$ cat src/rtl/swk_pkg.sv
// Shared constants, types and tables for the swerve wheel kinematics unit.
`timescale 1ns / 1ps

package swk_pkg;

    localparam int WHEELS          = 4;
    localparam int WHEEL_W         = $clog2(WHEELS);
    localparam int CORDIC_STEPS    = 16;
    localparam int TAB_LEN         = 24;
    localparam int NSTEPS          = (CORDIC_STEPS < TAB_LEN) ? CORDIC_STEPS : TAB_LEN;
    localparam int STEP_W          = $clog2(NSTEPS);
    localparam int ANGLE_FRAC_BITS = 6;

    localparam int XW = 28;
    localparam int AW = 34;

    localparam int DEG_W = 8 + ANGLE_FRAC_BITS;
    localparam int PW    = AW + DEG_W + 1;
    localparam logic signed [DEG_W:0] DEG_SCALE = (DEG_W + 1)'(180 << ANGLE_FRAC_BITS);

    localparam int P90_RAW = 90 << ANGLE_FRAC_BITS;
    localparam int P90     = (P90_RAW > 32767) ? 32767 : P90_RAW;
    localparam int M90     = (-P90_RAW < -32768) ? -32768 : -P90_RAW;

    localparam logic [29:0] GAIN_Q30 = 30'd652032874;

    localparam logic signed [AW-1:0] PI_BA      = {{(AW-32){1'b0}}, 32'h8000_0000};
    localparam logic signed [AW-1:0] TWO_PI_BA  = PI_BA <<< 1;
    localparam logic signed [AW-1:0] HALF_PI_BA = PI_BA >>> 1;

    localparam int CFG_IDX_W = 1;
    localparam logic [CFG_IDX_W-1:0] REG_ROTATE_THR = 1'b0;
    localparam logic [CFG_IDX_W-1:0] REG_JUMP_THR   = 1'b1;

    localparam int MEM_W = 32;

    typedef enum logic [1:0] {
        SPIN_NONE,
        SPIN_RIGHT,
        SPIN_LEFT
    } spin_t;

    typedef enum logic [3:0] {
        ST_IDLE,
        ST_VEC_RUN,
        ST_VEC_GAIN,
        ST_WHEEL,
        ST_ROT_START,
        ST_ROT_RUN,
        ST_VEC2_START,
        ST_VEC2_RUN,
        ST_VEC2_GAIN,
        ST_DEG,
        ST_ROUND,
        ST_EMIT
    } state_t;

    typedef struct packed {
        logic start;
        logic vmode;
    } cordic_ctl_t;

    function automatic logic signed [AW-1:0] atan_entry(input logic [4:0] i);
        logic [31:0] v;
        case (i)
            5'd0:    v = 32'h20000000;
            5'd1:    v = 32'h12E4051E;
            5'd2:    v = 32'h09FB385B;
            5'd3:    v = 32'h051111D4;
            5'd4:    v = 32'h028B0D43;
            5'd5:    v = 32'h0145D7E1;
            5'd6:    v = 32'h00A2F61E;
            5'd7:    v = 32'h00517C55;
            5'd8:    v = 32'h0028BE53;
            5'd9:    v = 32'h00145F2F;
            5'd10:   v = 32'h000A2F98;
            5'd11:   v = 32'h000517CC;
            5'd12:   v = 32'h00028BE6;
            5'd13:   v = 32'h000145F3;
            5'd14:   v = 32'h0000A2FA;
            5'd15:   v = 32'h0000517D;
            5'd16:   v = 32'h000028BE;
            5'd17:   v = 32'h0000145F;
            5'd18:   v = 32'h00000A30;
            5'd19:   v = 32'h00000518;
            5'd20:   v = 32'h0000028C;
            5'd21:   v = 32'h00000146;
            5'd22:   v = 32'h000000A3;
            5'd23:   v = 32'h00000051;
            default: v = 32'h0;
        endcase
        return $signed({{(AW-32){1'b0}}, v});
    endfunction

    function automatic logic signed [13:0] zd_code(input logic [WHEEL_W-1:0] w,
                                                   input spin_t s);
        logic signed [13:0] r;
        r = '0;
        unique case (s)
            SPIN_RIGHT:
            begin
                case (w)
                    2'd0:    r = 14'sd1024;
                    2'd1:    r = 14'sd3072;
                    2'd2:    r = -14'sd1024;
                    default: r = -14'sd3072;
                endcase
            end
            SPIN_LEFT:
            begin
                case (w)
                    2'd0:    r = -14'sd3072;
                    2'd1:    r = -14'sd1024;
                    2'd2:    r = 14'sd3072;
                    default: r = 14'sd1024;
                endcase
            end
            default: r = '0;
        endcase
        return r;
    endfunction

    function automatic logic signed [15:0] park_angle(input logic [WHEEL_W-1:0] w);
        logic signed [15:0] r;
        case (w)
            2'd1:    r = 16'(P90);
            2'd2:    r = 16'(M90);
            default: r = '0;
        endcase
        return r;
    endfunction

endpackage

$ cat src/rtl/swk_ram.sv
// Generic single-port-write, registered-read RAM.
`timescale 1ns / 1ps

module swk_ram #(
    parameter int WIDTH = 32,
    parameter int DEPTH = 4
) (
    input  logic                     clk,
    input  logic                     we,
    input  logic [$clog2(DEPTH)-1:0] waddr,
    input  logic [WIDTH-1:0]         wdata,
    input  logic [$clog2(DEPTH)-1:0] raddr,
    output logic [WIDTH-1:0]         rdata
);

    logic [WIDTH-1:0] mem [DEPTH];
    logic [WIDTH-1:0] rdata_reg;

    always_ff @(posedge clk)
    begin
        if (we)
        begin
            mem[waddr] <= wdata;
        end
        rdata_reg <= mem[raddr];
    end

    assign rdata = rdata_reg;

endmodule

$ cat src/rtl/swk_cordic.sv
// Shared iterative CORDIC, vectoring or rotation mode, one step per cycle.
`timescale 1ns / 1ps

module swk_cordic
    import swk_pkg::*;
(
    input  logic                 clk,
    input  logic                 rst_n,
    input  cordic_ctl_t          ctl,
    input  logic signed [XW-1:0] x0,
    input  logic signed [XW-1:0] y0,
    input  logic signed [AW-1:0] z0,
    output logic signed [XW-1:0] x,
    output logic signed [XW-1:0] y,
    output logic signed [AW-1:0] z,
    output logic                 busy
);

    logic signed [XW-1:0] x_reg, x_next;
    logic signed [XW-1:0] y_reg, y_next;
    logic signed [AW-1:0] z_reg, z_next;
    logic [STEP_W-1:0]    iter_reg, iter_next;
    logic                 busy_reg, busy_next;
    logic                 vmode_reg;
    logic signed [XW-1:0] dx, dy;
    logic signed [AW-1:0] at;
    logic                 dir_pos, plus;

    always_comb
    begin
        dx      = y_reg >>> iter_reg;
        dy      = x_reg >>> iter_reg;
        at      = atan_entry(5'(iter_reg));
        dir_pos = vmode_reg ? !y_reg[XW-1] : !z_reg[AW-1];
        plus    = (vmode_reg == dir_pos);
        x_next  = x_reg;
        y_next  = y_reg;
        z_next  = z_reg;
        iter_next = iter_reg;
        busy_next = busy_reg;
        if (ctl.start)
        begin
            x_next    = x0;
            y_next    = y0;
            z_next    = z0;
            iter_next = '0;
            busy_next = 1'b1;
        end
        else if (busy_reg)
        begin
            x_next = plus ? x_reg + dx : x_reg - dx;
            y_next = plus ? y_reg - dy : y_reg + dy;
            z_next = plus ? z_reg + at : z_reg - at;
            iter_next = iter_reg + 1'b1;
            if (iter_reg == STEP_W'(NSTEPS - 1))
            begin
                busy_next = 1'b0;
            end
        end
    end

    always_ff @(posedge clk or negedge rst_n)
    begin
        if (!rst_n)
        begin
            busy_reg <= 1'b0;
            iter_reg <= '0;
        end
        else
        begin
            busy_reg <= busy_next;
            iter_reg <= iter_next;
        end
    end

    always_ff @(posedge clk)
    begin
        x_reg <= x_next;
        y_reg <= y_next;
        z_reg <= z_next;
        if (ctl.start)
        begin
            vmode_reg <= ctl.vmode;
        end
    end

    assign x    = x_reg;
    assign y    = y_reg;
    assign z    = z_reg;
    assign busy = busy_reg;

endmodule

$ cat src/rtl/swerve_wheel_kinematics_unit.sv
// Top level: swerve drive inverse kinematics, four wheel results per command.
// Stop command: no CORDIC, each wheel result takes its park angle and zero speed. Moving
// command: translation CORDIC and gain, then per wheel two 16-step CORDIC passes (rotation,
// then vectoring) plus gain, scale, round, emit. One command at a time, one shared CORDIC;
// a new command is taken only in idle, after the last wheel result is emitted.
// Reset marks the wheel history and counts invalid, so they read as zero, and loads thresholds 20 and 19200.
`timescale 1ns / 1ps

module swerve_wheel_kinematics_unit
    import swk_pkg::*;
(
    input  logic                 clk,
    input  logic                 rst_n,
    input  logic                 cfg_we,
    input  logic [CFG_IDX_W-1:0] cfg_index,
    input  logic [15:0]          cfg_data,
    input  logic                 s_axis_tvalid,
    output logic                 s_axis_tready,
    input  logic [47:0]          s_axis_tdata,   // x_speed, y_speed, z_speed
    input  logic                 s_axis_tuser,   // stop
    output logic                 m_axis_tvalid,
    input  logic                 m_axis_tready,
    output logic [55:0]          m_axis_tdata,   // wheel, steer_angle, drive_speed, turn_count
    output logic                 m_axis_tlast    // last
);

    state_t state_reg, state_next;

    logic [14:0] rot_thr_reg;
    logic [15:0] jump_thr_reg;

    logic signed [15:0]   zin_reg;
    logic                 stop_reg;
    logic                 base_reg;
    logic                 zero_reg;
    logic                 neg_reg;
    logic [16:0]          az_reg;
    logic signed [XW-1:0] smag_reg;
    logic signed [AW-1:0] adir_reg;
    logic signed [15:0]   e_reg;
    logic signed [XW-1:0] rx0_reg;
    logic signed [XW-1:0] m_reg;
    logic signed [AW-1:0] asum_reg;
    logic signed [PW-1:0] p_reg;
    logic [16:0]          spd_reg;
    logic signed [15:0]   ang_reg;
    logic [WHEEL_W-1:0]   wheel_reg;
    logic [WHEELS-1:0]    valid_reg;

    logic                 out_valid_reg;
    logic [WHEEL_W-1:0]   out_wheel_reg;
    logic [15:0]          out_ang_reg;
    logic [16:0]          out_spd_reg;
    logic [15:0]          out_cnt_reg;
    logic                 out_last_reg;

    cordic_ctl_t          cctl;
    logic signed [XW-1:0] cx0, cy0, cx, cy;
    logic signed [AW-1:0] cz0, cz;
    logic                 cbusy;

    logic                 in_fire, emit_go;

    logic signed [15:0]   xin, yin, zin;
    logic signed [XW-1:0] xs, ys;
    logic                 in_zero;

    logic signed [XW+30:0] vprod;
    logic signed [XW-1:0]  gain_x;
    logic signed [AW-1:0]  wrapped;

    spin_t                spin;
    logic signed [13:0]   zd;
    logic signed [AW:0]   ev;
    logic signed [15:0]   eq, eraw, efold;
    logic [54:0]          rprod;
    logic signed [AW-1:0] th, thf;
    logic                 thneg;

    logic signed [XW-1:0] cc, cs, vx, vxa, vya;
    logic                 vzero;

    logic [XW:0]          msum;
    logic [XW-8:0]        mshift;
    logic signed [PW-1:0] pabs;
    logic [PW-32:0]       qround;
    logic signed [15:0]   ang_round;

    logic [MEM_W-1:0]     rdata, wdata;
    logic signed [15:0]   prev_ang, cur_ang;
    logic [15:0]          cur_cnt, new_cnt;
    logic signed [17:0]   dang, jt;

    function automatic logic signed [AW-1:0] wrap_angle(input logic signed [AW-1:0] a,
                                                        input logic base);
        logic signed [AW-1:0] s;
        s = base ? a + PI_BA : a;
        if (s > PI_BA)
        begin
            s = s - TWO_PI_BA;
        end
        return s;
    endfunction

    swk_cordic u_cordic (
        .clk   (clk),
        .rst_n (rst_n),
        .ctl   (cctl),
        .x0    (cx0),
        .y0    (cy0),
        .z0    (cz0),
        .x     (cx),
        .y     (cy),
        .z     (cz),
        .busy  (cbusy)
    );

    swk_ram #(
        .WIDTH (MEM_W),
        .DEPTH (WHEELS)
    ) u_hist_ram (
        .clk   (clk),
        .we    (emit_go),
        .waddr (wheel_reg),
        .wdata (wdata),
        .raddr (wheel_reg),
        .rdata (rdata)
    );

    // next state
    always_comb
    begin
        state_next = state_reg;
        unique case (state_reg)
            ST_IDLE:
            begin
                if (s_axis_tvalid)
                begin
                    state_next = s_axis_tuser ? ST_WHEEL : ST_VEC_RUN;
                end
            end
            ST_VEC_RUN:    state_next = cbusy ? ST_VEC_RUN : ST_VEC_GAIN;
            ST_VEC_GAIN:   state_next = ST_WHEEL;
            ST_WHEEL:      state_next = stop_reg ? ST_EMIT : ST_ROT_START;
            ST_ROT_START:  state_next = ST_ROT_RUN;
            ST_ROT_RUN:    state_next = cbusy ? ST_ROT_RUN : ST_VEC2_START;
            ST_VEC2_START: state_next = ST_VEC2_RUN;
            ST_VEC2_RUN:   state_next = cbusy ? ST_VEC2_RUN : ST_VEC2_GAIN;
            ST_VEC2_GAIN:  state_next = ST_DEG;
            ST_DEG:        state_next = ST_ROUND;
            ST_ROUND:      state_next = ST_EMIT;
            ST_EMIT:
            begin
                if (!out_valid_reg || m_axis_tready)
                begin
                    state_next = (wheel_reg == WHEEL_W'(WHEELS - 1)) ? ST_IDLE : ST_WHEEL;
                end
            end
            default:       state_next = ST_IDLE;
        endcase
    end

    // control outputs
    always_comb
    begin
        s_axis_tready = 1'b0;
        emit_go       = 1'b0;
        cctl          = '0;
        unique case (state_reg)
            ST_IDLE:
            begin
                s_axis_tready = 1'b1;
                cctl.start    = s_axis_tvalid && !s_axis_tuser;
                cctl.vmode    = 1'b1;
            end
            ST_ROT_START:
            begin
                cctl.start = 1'b1;
            end
            ST_VEC2_START:
            begin
                cctl.start = 1'b1;
                cctl.vmode = 1'b1;
            end
            ST_EMIT:
            begin
                emit_go = !out_valid_reg || m_axis_tready;
            end
            default:
            begin
                cctl = '0;
            end
        endcase
    end

    assign in_fire = s_axis_tvalid && s_axis_tready;

    // datapath
    always_comb
    begin
        xin     = $signed(s_axis_tdata[15:0]);
        yin     = $signed(s_axis_tdata[31:16]);
        zin     = $signed(s_axis_tdata[47:32]);
        xs      = XW'($signed({xin, 8'b0}));
        ys      = XW'($signed({yin, 8'b0}));
        in_zero = (xin == '0) && (yin == '0);

        vprod   = cx * $signed({1'b0, GAIN_Q30});
        gain_x  = vprod[XW+29:30];
        wrapped = wrap_angle(cz, base_reg);

        if ($signed({zin_reg[15], zin_reg}) >= $signed({2'b0, rot_thr_reg}))
        begin
            spin = SPIN_RIGHT;
        end
        else if ($signed({zin_reg[15], zin_reg}) <= -$signed({2'b0, rot_thr_reg}))
        begin
            spin = SPIN_LEFT;
        end
        else
        begin
            spin = SPIN_NONE;
        end
        zd    = zd_code(wheel_reg, spin);
        ev    = ((AW+1)'(zd) <<< 19) - (AW+1)'(adir_reg);
        eq    = ev[34:19];
        eraw  = eq + ((ev[AW] && (ev[18:0] != '0)) ? 16'sd1 : 16'sd0);
        if (eraw > 16'sd4096)
        begin
            efold = eraw - 16'sd8192;
        end
        else if (eraw < -16'sd4096)
        begin
            efold = eraw + 16'sd8192;
        end
        else
        begin
            efold = eraw;
        end
        rprod = 55'({az_reg, 8'b0}) * 55'(GAIN_Q30);

        th    = AW'(e_reg) <<< 19;
        thneg = 1'b0;
        thf   = th;
        if (th > HALF_PI_BA)
        begin
            thf   = th - PI_BA;
            thneg = 1'b1;
        end
        else if (th < -HALF_PI_BA)
        begin
            thf   = th + PI_BA;
            thneg = 1'b1;
        end

        cc    = neg_reg ? -cx : cx;
        cs    = neg_reg ? -cy : cy;
        vx    = smag_reg + cc;
        vzero = (vx == '0) && (cs == '0);
        vxa   = vx[XW-1] ? -vx : vx;
        vya   = vx[XW-1] ? -cs : cs;

        msum   = {1'b0, m_reg} + (XW+1)'(128);
        mshift = msum[XW:8];
        pabs   = p_reg[PW-1] ? -p_reg : p_reg;
        qround = (PW-31)'((pabs + (PW'(1) <<< 30)) >>> 31);
        if (!p_reg[PW-1])
        begin
            ang_round = (qround > (PW-31)'(32767)) ? 16'sd32767 : 16'(qround);
        end
        else
        begin
            ang_round = (qround > (PW-31)'(32768)) ? -16'sd32768 : -16'(qround);
        end

        prev_ang = valid_reg[wheel_reg] ? $signed(rdata[15:0]) : 16'sd0;
        cur_cnt  = valid_reg[wheel_reg] ? rdata[31:16] : 16'd0;
        cur_ang  = stop_reg ? park_angle(wheel_reg) : ang_reg;
        dang     = 18'(cur_ang) - 18'(prev_ang);
        jt       = $signed({2'b0, jump_thr_reg});
        new_cnt  = cur_cnt;
        if (!stop_reg)
        begin
            if (dang >= jt)
            begin
                new_cnt = cur_cnt + 16'd1;
            end
            else if (dang <= -jt)
            begin
                new_cnt = cur_cnt - 16'd1;
            end
        end
        wdata = {new_cnt, cur_ang};

        cx0 = '0;
        cy0 = '0;
        cz0 = '0;
        case (state_reg)
            ST_IDLE:
            begin
                cx0 = xs[XW-1] ? -xs : xs;
                cy0 = xs[XW-1] ? -ys : ys;
            end
            ST_ROT_START:
            begin
                cx0 = rx0_reg;
                cz0 = thf;
            end
            ST_VEC2_START:
            begin
                cx0 = vxa;
                cy0 = vya;
            end
            default:
            begin
                cx0 = '0;
            end
        endcase
    end

    always_ff @(posedge clk)
    begin
        case (state_reg)
            ST_IDLE:
            begin
                if (in_fire)
                begin
                    zin_reg  <= zin;
                    stop_reg <= s_axis_tuser;
                    az_reg   <= zin[15] ? -17'(zin) : 17'(zin);
                    base_reg <= xs[XW-1];
                    zero_reg <= in_zero;
                end
            end
            ST_VEC_GAIN:
            begin
                smag_reg <= zero_reg ? '0 : gain_x;
                adir_reg <= zero_reg ? '0 : wrapped;
            end
            ST_WHEEL:
            begin
                e_reg   <= efold;
                rx0_reg <= $signed(XW'(rprod[54:30]));
            end
            ST_ROT_START:
            begin
                neg_reg <= thneg;
            end
            ST_VEC2_START:
            begin
                zero_reg <= vzero;
                base_reg <= vx[XW-1];
            end
            ST_VEC2_GAIN:
            begin
                m_reg    <= zero_reg ? '0 : gain_x;
                asum_reg <= adir_reg + (zero_reg ? '0 : wrapped);
            end
            ST_DEG:
            begin
                p_reg   <= asum_reg * DEG_SCALE;
                spd_reg <= (mshift > (XW-7)'(131071)) ? 17'h1FFFF : mshift[16:0];
            end
            ST_ROUND:
            begin
                ang_reg <= ang_round;
            end
            default:
            begin
                ang_reg <= ang_reg;
            end
        endcase
        if (emit_go)
        begin
            out_wheel_reg <= wheel_reg;
            out_ang_reg   <= cur_ang;
            out_spd_reg   <= stop_reg ? 17'd0 : spd_reg;
            out_cnt_reg   <= new_cnt;
            out_last_reg  <= (wheel_reg == WHEEL_W'(WHEELS - 1));
        end
    end

    always_ff @(posedge clk or negedge rst_n)
    begin
        if (!rst_n)
        begin
            state_reg     <= ST_IDLE;
            rot_thr_reg   <= 15'd20;
            jump_thr_reg  <= 16'd19200;
            wheel_reg     <= '0;
            valid_reg     <= '0;
            out_valid_reg <= 1'b0;
        end
        else
        begin
            state_reg <= state_next;
            if (cfg_we)
            begin
                unique case (cfg_index)
                    REG_ROTATE_THR: rot_thr_reg  <= cfg_data[14:0];
                    REG_JUMP_THR:   jump_thr_reg <= cfg_data;
                    default:        rot_thr_reg  <= rot_thr_reg;
                endcase
            end
            if (emit_go)
            begin
                wheel_reg            <= wheel_reg + 1'b1;
                valid_reg[wheel_reg] <= 1'b1;
                out_valid_reg        <= 1'b1;
            end
            else if (m_axis_tready)
            begin
                out_valid_reg <= 1'b0;
            end
        end
    end

    assign m_axis_tvalid = out_valid_reg;
    assign m_axis_tdata  = {5'b0, out_cnt_reg, out_spd_reg, out_ang_reg, out_wheel_reg};
    assign m_axis_tlast  = out_last_reg;

    a_last_wheel: assert property (@(posedge clk) disable iff (!rst_n)
        m_axis_tvalid |-> (m_axis_tlast == (m_axis_tdata[1:0] == WHEEL_W'(WHEELS - 1))))
        else $error("tlast does not match the last wheel");

    a_start_idle: assert property (@(posedge clk) disable iff (!rst_n)
        cctl.start |-> !cbusy)
        else $error("CORDIC started while busy");

    a_idle_quiet: assert property (@(posedge clk) disable iff (!rst_n)
        (state_reg == ST_IDLE) |-> (wheel_reg == '0) && !cbusy)
        else $error("idle with work in flight");

    a_emit_advance: assert property (@(posedge clk) disable iff (!rst_n)
        emit_go && (wheel_reg != WHEEL_W'(WHEELS - 1)) |=> (state_reg == ST_WHEEL))
        else $error("wheel sequence broken");

endmodule
$ cat config.mk
export PLATFORM = sky130hd
export DESIGN_NAME = swerve_wheel_kinematics_unit
export DESIGN_NICKNAME = d
export VERILOG_FILES = /design/src/rtl/swk_pkg.sv /design/src/rtl/swk_ram.sv /design/src/rtl/swk_cordic.sv /design/src/rtl/swerve_wheel_kinematics_unit.sv
export SDC_FILE = /design/constraint.sdc
export NUM_CORES = 2
export LEC_CHECK = 0
export BUFFER_PORTS_ARGS = -buffer_cell sky130_fd_sc_hd__buf_2
export CAP_MARGIN = 20
export CORE_ASPECT_RATIO = 1.1
export CORE_MARGIN = 1
export CORE_UTILIZATION = 66
export CTS_CLUSTER_SIZE = 14
export DETAILED_ROUTE_END_ITERATION = 10
export PLACE_DENSITY = 0.88
export SLEW_MARGIN = 0
export SYNTH_ARGS = -nofsm -noshare
export SYNTH_HDL_FRONTEND = slang
export SYNTH_HIERARCHICAL = 1
export SYNTH_SLANG_ARGS = --single-unit
$ cat constraint.sdc
create_clock -name clk -period 11.15 [get_ports clk]
set_input_delay 1.6725 -clock clk [delete_from_list [all_inputs] [get_ports clk]]
set_output_delay 1.6725 -clock clk [all_outputs]
set_load 0.03 [all_outputs]
# --- Word level (Yosys, flattened, before mapping) ---
# Memories as Yosys holds them, arrays and structs flattened. A register that Yosys moved wholly into a read port is not among the register bits.
# Cells that the tools add are included.
word_totals:
  reg_bits: 465
  ram_bits: 128
  romBits: 480
  input_bits: 71
  out_inout_bits: 59
  word_cells: 215
  n_memories: 2
memory_table:
  columns: ["memory", "depth", "width", "read_ports", "rd_clocked_by_memory_dff", "write_ports", "line", "text"]
  rows:
  - ["(name not given)", 16, 30, 1, 0, 0, "swk_pkg.sv:65", "case (i)"]
  - ["u_hist_ram.mem", 4, 32, 1, 1, 1, "swk_ram.sv:16", "logic [WIDTH-1:0] mem [DEPTH];"]
op_classes:
  n_addsub: 34
  n_mul: 3
  n_lt_le_gt_ge: 14
  eq_ne: 21
  shifts: 2
  mux: 76
  bitwise_logic: 2
  n_reduce_logical: 28
op_table:
  columns: ["cell", "n"]
  rows:
  - ["$mux W28", 13]
  - ["$mux W34", 9]
  - ["$mux W16", 9]
  - ["$neg A28 Y28", 4]
  - ["$add A28 B28 Y28", 3]
  - ["$pmux W14 S3", 2]
  - ["$pmux W28 S3", 1]
  - ["$add A34 B33 Y34 const B", 2]
  - ["$mul A28 B30 Y57 const B", 1]
  - ["$logic_not A28 Y1", 2]
  - ["$neg A24 Y28", 2]
  - ["$pmux W28 S2", 1]
  - ["$sshr A28 B4 Y28", 2]
  - ["$sub A28 B28 Y28", 2]
  - ["$add A49 B32 Y49 const B", 1]
  - ["$mux W49", 1]
  - ["$neg A49 Y49", 1]
  - ["$pmux W4 S12", 1]
  - ["$mul A17 B29 Y46 const B", 1]
  - ["$mux W15", 3]
  - ["$mul A34 B7 Y41 const B", 1]
  - ["$sub A33 B34 Y35", 1]
  - ["$add A34 B33 Y34", 1]
  - ["$add A34 B34 Y34", 1]
  - ["58 further kinds", 115]

# --- Logic depth before layout (Yosys ltp) ---
logic_depth:
  depth_word: 14
  mapped_depth: 34
  ltp_nobuf: 34

# --- Modules after synthesis ---
# Netlist, hierarchy kept.
modules_own_cells:
  columns: ["module", "n_inst", "cells_each", "area_per_inst_um2", "seq_area_each_um2"]
  rows:
  - ["swerve_wheel_kinematics_unit", 1, 5264, 52240.1, 10637.7]
  - ["swk_cordic", 1, 1602, 13421.6, 2857.7]
  - ["swk_ram", 1, 203, 5330.1, 4484.3]

# --- Worst setup path before layout ---
# Ideal clock, no wire load.
synth_path:
  path_kind: "input port to flip-flop"
  from: "input port m_axis_tready"
  to: "memory u_hist_ram.mem[0][0], enable pin"
  setup_ns: 0.468
  arrival_time_ns: 8.260
  required_ns: 10.682
  setup_slack_ns: 2.422
  stages: 3
  n_path_buf: 0
  path_cell_list: "nor2b_1 -> nor3_1 -> nor3b_1"
synth_via:
  elab_chain_len: 4
synth_lines:
  columns: ["item", "line", "text"]
  rows:
  - ["from (decl)", "swerve_wheel_kinematics_unit.sv:22", "input logic m_axis_tready,"]
  - ["$logic_or A1 B1 Y1", "swerve_wheel_kinematics_unit.sv:187", "emit_go = !out_valid_reg || m_axis_tready;"]
  - ["$mux W1", "swerve_wheel_kinematics_unit.sv:169", "unique case (state_reg)"]
  - ["named net emit_go", "swerve_wheel_kinematics_unit.sv:62", "logic in_fire, emit_go;"]
  - ["$mux W1", "swk_ram.sv:21", "if (we)"]
  - ["$mux W1 (not written as such)", "swk_ram.sv:23", "mem[waddr] <= wdata;"]
  - ["to (decl)", "swk_ram.sv:16", null]
# The timed path passes the listed nets, and every way through them passes these cells.

# --- Final worst setup path ---
layout_path:
  from: "register u_cordic.x_reg[21], in the netlist u_cordic/x[21]"
  to: "register smag_reg[24] (data pin)"
layout_via:
  elab_chain_len: 2
layout_lines:
  columns: ["item", "line", "text"]
  rows:
  - ["from (decl)", "swk_cordic.sv:19", "logic signed [XW-1:0] x_reg, x_next;"]
  - ["from (signal assigned)", "swk_cordic.sv:78", "x_reg <= x_next;"]
  - ["$mul A28 B30 Y57", "swerve_wheel_kinematics_unit.sv:208", "vprod = cx * $signed({1'b0, GAIN_Q30});"]
  - ["$mux W28", null, null]
  - ["to (signal assigned)", "swerve_wheel_kinematics_unit.sv:337", "smag_reg <= zero_reg ? '0 : gain_x;"]
  - ["to (decl)", "swerve_wheel_kinematics_unit.sv:38", "logic signed [XW-1:0] smag_reg;"]
# No other way between the ends.
# A chain may end at the register's enable or synchronous reset.

==> metrics <==
overflow left after global routing=0; final count of hold timing violations=0; Core Footprint=106000 um^2; post-synthesis async set-or-reset flop share=7.62%; min Tclk post-route=9.01 ns; sequential area share after synthesis=25.3%; number of antenna-violating nets in the routed design=0; dominant combinational cell family by area after synthesis=adder cells; fraction of final layout cells with drive strength greater than 1=7.60%; count of cells along the worst register-to-register path=29; setup slack after layout=2.14 ns; area grow syn2layout=6.34%; DP Cell Count=8479; Final Max Tran Viols=0; synthesized-area fraction occupied by ao, oa, aoi and oai cells=12.5%; end point of the most critical hold path=valid_reg[2]$_DFFE_PN0P_; nets=8717; worst slew pin tran=1.07 ns; slew margin rel.=27.9%; path type of the worst setup path=flop to flop; top post-synthesis cells by area=sky130_fd_sc_hd__edfxtp_1 (23%), sky130_fd_sc_hd__fa_1 (17%), sky130_fd_sc_hd__ha_1 (15%), sky130_fd_sc_hd__inv_1 (5.2%), sky130_fd_sc_hd__xnor2_1 (4.0%); Mapped Area=71000 um^2; number of cells produced by synthesis=7069; GR Util All Layers=37.1%; worst slack at placement=2.17 ns; Hold Startpoint=valid_reg[2]$_DFFE_PN0P_; Total Die Area=109000 um^2; multiplexer share of the synthesized area=4.55%; cell depth of the worst hold path=1; most frequent cells after synthesis=sky130_fd_sc_hd__inv_1 (989), sky130_fd_sc_hd__ha_1 (869), sky130_fd_sc_hd__fa_1 (619); final routed wirelength across all metal layers=201 mm; launching point of the worst reg2reg path=u_cordic/x[21]$_DFFE_PP_; clock tree from TritonCTS=done; max reg flops=128; largest net degree at the start of global routing=181; skew final=0.0545 ns; result of the run=finished clean; number of setup buffers added after CTS=0; Filler Cells Inserted=7566; last weighted congestion value of the routability-driven placer=1.01; Cell variety after synth=125; overall via count from detail_route=55200; number of primary I/O pins=130; final period utilization=80.9%; fraction of synthesized cell area taken by the top area cell type=22.8%; IO Port Bufs=124; Post-Synthesis Mean Instance Area=10.0 um^2; Yosys warning total=6; Die Y-Extent=346 um; wire length of the first global-routing pass=313 mm; starting utilization of the core area=66.9%; number of buffers on the longest clock path=3; Primary FF master, synth=sky130_fd_sc_hd__edfxtp_1; highest net fanout along the worst path=15; Hold Path Class=flop to flop; startpoint types=flop; fraction of the mapped netlist area in simple logic gates=11.8%; largest stage delay on the critical path=0.75 ns; number of hold-repair buffers added at the cts stage=0; Iteration-0 DRC Markers=5704; number of antenna violations at the first check in global routing=4; Fmax=111 MHz; Clock Sink Count=617; insertion delay to the later sink of the worst-skew pair=0.70 ns; vias in the first global route=55600; final setup violating endpoints=0; site row count=125; detailed-routing iteration count for the pre-antenna-repair pass=8; Max-cap violations=0; HPWL reported at the end of detailed placement=157 mm; r2r setup slk=2.14 ns; Die Wd=315 um; clock transition at the register clock pins on the worst setup and hold paths after CTS=0.06 ns; buffer cell driving the clock tree root=sky130_fd_sc_hd__clkbuf_16; arithmetic-cell share of the synthesized area counting full adders, half adders and majority gates=32.8%; arrival time of the worst setup path=9.39 ns; biggest area consumer among synthesized cells=sky130_fd_sc_hd__edfxtp_1; area share of xor/xnor cells in the synthesized design=6.45%; end of the worst register-to-register path=smag_reg[24]$_DFFE_PP_; most frequent cell after synthesis=sky130_fd_sc_hd__inv_1; most common cell type on the critical path=sky130_fd_sc_hd__inv_1; RSZ-0062 raised after global routing=false; register bit count reported by yosys=617; DRC violations left=0; setup TNS after final layout=0 ns; average routed wire per standard cell=23.3 um; category of the worst setup path capture point=flop; number of H-tree levels=3; number of buffers added by the clock tree synthesis step=71; Required @ worst endpoint=11.53 ns; Final Instance Count excl. Fillers=8614; cell with the largest stage delay on the worst path=sky130_fd_sc_hd__edfxtp_1; Resize count post-CTS=0; number of enable flip-flop cells after synthesis=538; via density per instance=6.41
## cell usage in the layout, fill, tap and decap left out, types with 26 or more instances in the layout
master and instances:
sky130_fd_sc_hd__a211oi_1 35, sky130_fd_sc_hd__a21o_1 103, sky130_fd_sc_hd__a21oi_1 323, sky130_fd_sc_hd__a22oi_1 28, sky130_fd_sc_hd__a31oi_1 46, sky130_fd_sc_hd__and2_1 40, sky130_fd_sc_hd__and3_1 38, sky130_fd_sc_hd__buf_2 124
sky130_fd_sc_hd__buf_4 59, sky130_fd_sc_hd__clkbuf_16 71, sky130_fd_sc_hd__dfrtp_1 36, sky130_fd_sc_hd__dfxtp_1 32, sky130_fd_sc_hd__edfxtp_1 538, sky130_fd_sc_hd__fa_1 619, sky130_fd_sc_hd__ha_1 869, sky130_fd_sc_hd__inv_1 988
sky130_fd_sc_hd__mux2_2 58, sky130_fd_sc_hd__mux2i_1 81, sky130_fd_sc_hd__mux4_2 73, sky130_fd_sc_hd__nand2_1 516, sky130_fd_sc_hd__nand2b_1 67, sky130_fd_sc_hd__nand3_1 127, sky130_fd_sc_hd__nand4_1 54, sky130_fd_sc_hd__nor2_1 343
sky130_fd_sc_hd__nor2b_1 99, sky130_fd_sc_hd__nor3_1 123, sky130_fd_sc_hd__nor4_1 43, sky130_fd_sc_hd__o211ai_1 26, sky130_fd_sc_hd__o21a_1 59, sky130_fd_sc_hd__o21ai_0 362, sky130_fd_sc_hd__o21bai_1 32, sky130_fd_sc_hd__o22ai_1 37
sky130_fd_sc_hd__o31ai_1 61, sky130_fd_sc_hd__or2_2 31, sky130_fd_sc_hd__or3_1 58, sky130_fd_sc_hd__or4_1 31, sky130_fd_sc_hd__xnor2_1 320, sky130_fd_sc_hd__xor2_1 193
## logic make-up after synthesis
| kind of cell | count (synthesis) |
|---|---|
| buffers and inverters | 1188 |
| AND/OR/NAND/NOR | 1676 |
| adder cells (fa/ha/maj) | 1491 |
| AO/OA/AOI/OAI | 1358 |
| XOR/XNOR | 519 |
| flip-flops | 617 |
| multiplexers | 219 |
| other | 1 |
## layer usage
| metal | vias to the layer above | share of wire, % | global-route usage, % |
|---|---|---|---|
| met5 | - | 0.018 | 0 |
| met4 | 6 | 4.5 | 15.4 |
| met3 | 548 | 8.0 | 5.59 |
| met2 | 2757 | 49 | 62.2 |
| met1 | 27000 | 39 | 48.0 |
| li1 | 24900 | - | - |
## cell type report
cell class                      instances  area (um^2)  area share, %
Sequential cell                       617        18000           23.8
Timing Repair Buffer                  188         1130           1.50
Clock buffer                           95         1900           2.51
Multi-Input combinational cell       5288        48500           64.2
Antenna cell                            2         5.00        0.00663
Tap cell                             1397         1750           2.32
Inverter                              992         3720           4.93
Clock inverter                         35          490          0.650
## worst max path at each step
| stage | start | endpoint | cells after the start | slack [ns] |
|---|---|---|---|---|
| after floorplan | m_axis_tready | u_hist_ram/mem[0][0]$_DFFE_PP_ | 3 | 2.42 |
| after global placement | u_cordic/x[21]$_DFFE_PP_ | m_reg[24]$_DFFE_PN_ | 28 | 1.97 |
| after detailed placement | u_cordic/x[21]$_DFFE_PP_ | smag_reg[24]$_DFFE_PP_ | 29 | 2.17 |
| after CTS | u_cordic/x[21]$_DFFE_PP_ | smag_reg[24]$_DFFE_PP_ | 29 | 2.23 |
| after global routing | u_cordic/x[21]$_DFFE_PP_ | m_reg[24]$_DFFE_PN_ | 29 | 1.66 |
| final | u_cordic/x[21]$_DFFE_PP_ | smag_reg[24]$_DFFE_PP_ | 29 | 2.14 |
## stage by stage
stage,area (um^2),hold slack (ns),utilization [%]
final,75500,0.456,71.2
after global placement,73000,0.433,68.9
after CTS,75400,0.459,71.1
after floorplan,71100,0.423,-
after global routing,75500,0.478,71.2
after detailed placement,73100,0.446,68.9
## critical path, delay by kind of cell, from the launching register on
| kind | cells | cell delay, ns |
|---|---|---|
| fa+ha+maj | 9 | 4.25 |
| compound gates | 9 | 2.11 |
| buf+inv | 9 | 1.19 |
| flops | 1 | 0.75 |
| simple gates | 2 | 0.43 |
Power is not shown: default switching activity piles up to over one toggle a cycle in this logic, so the estimate is an artifact.
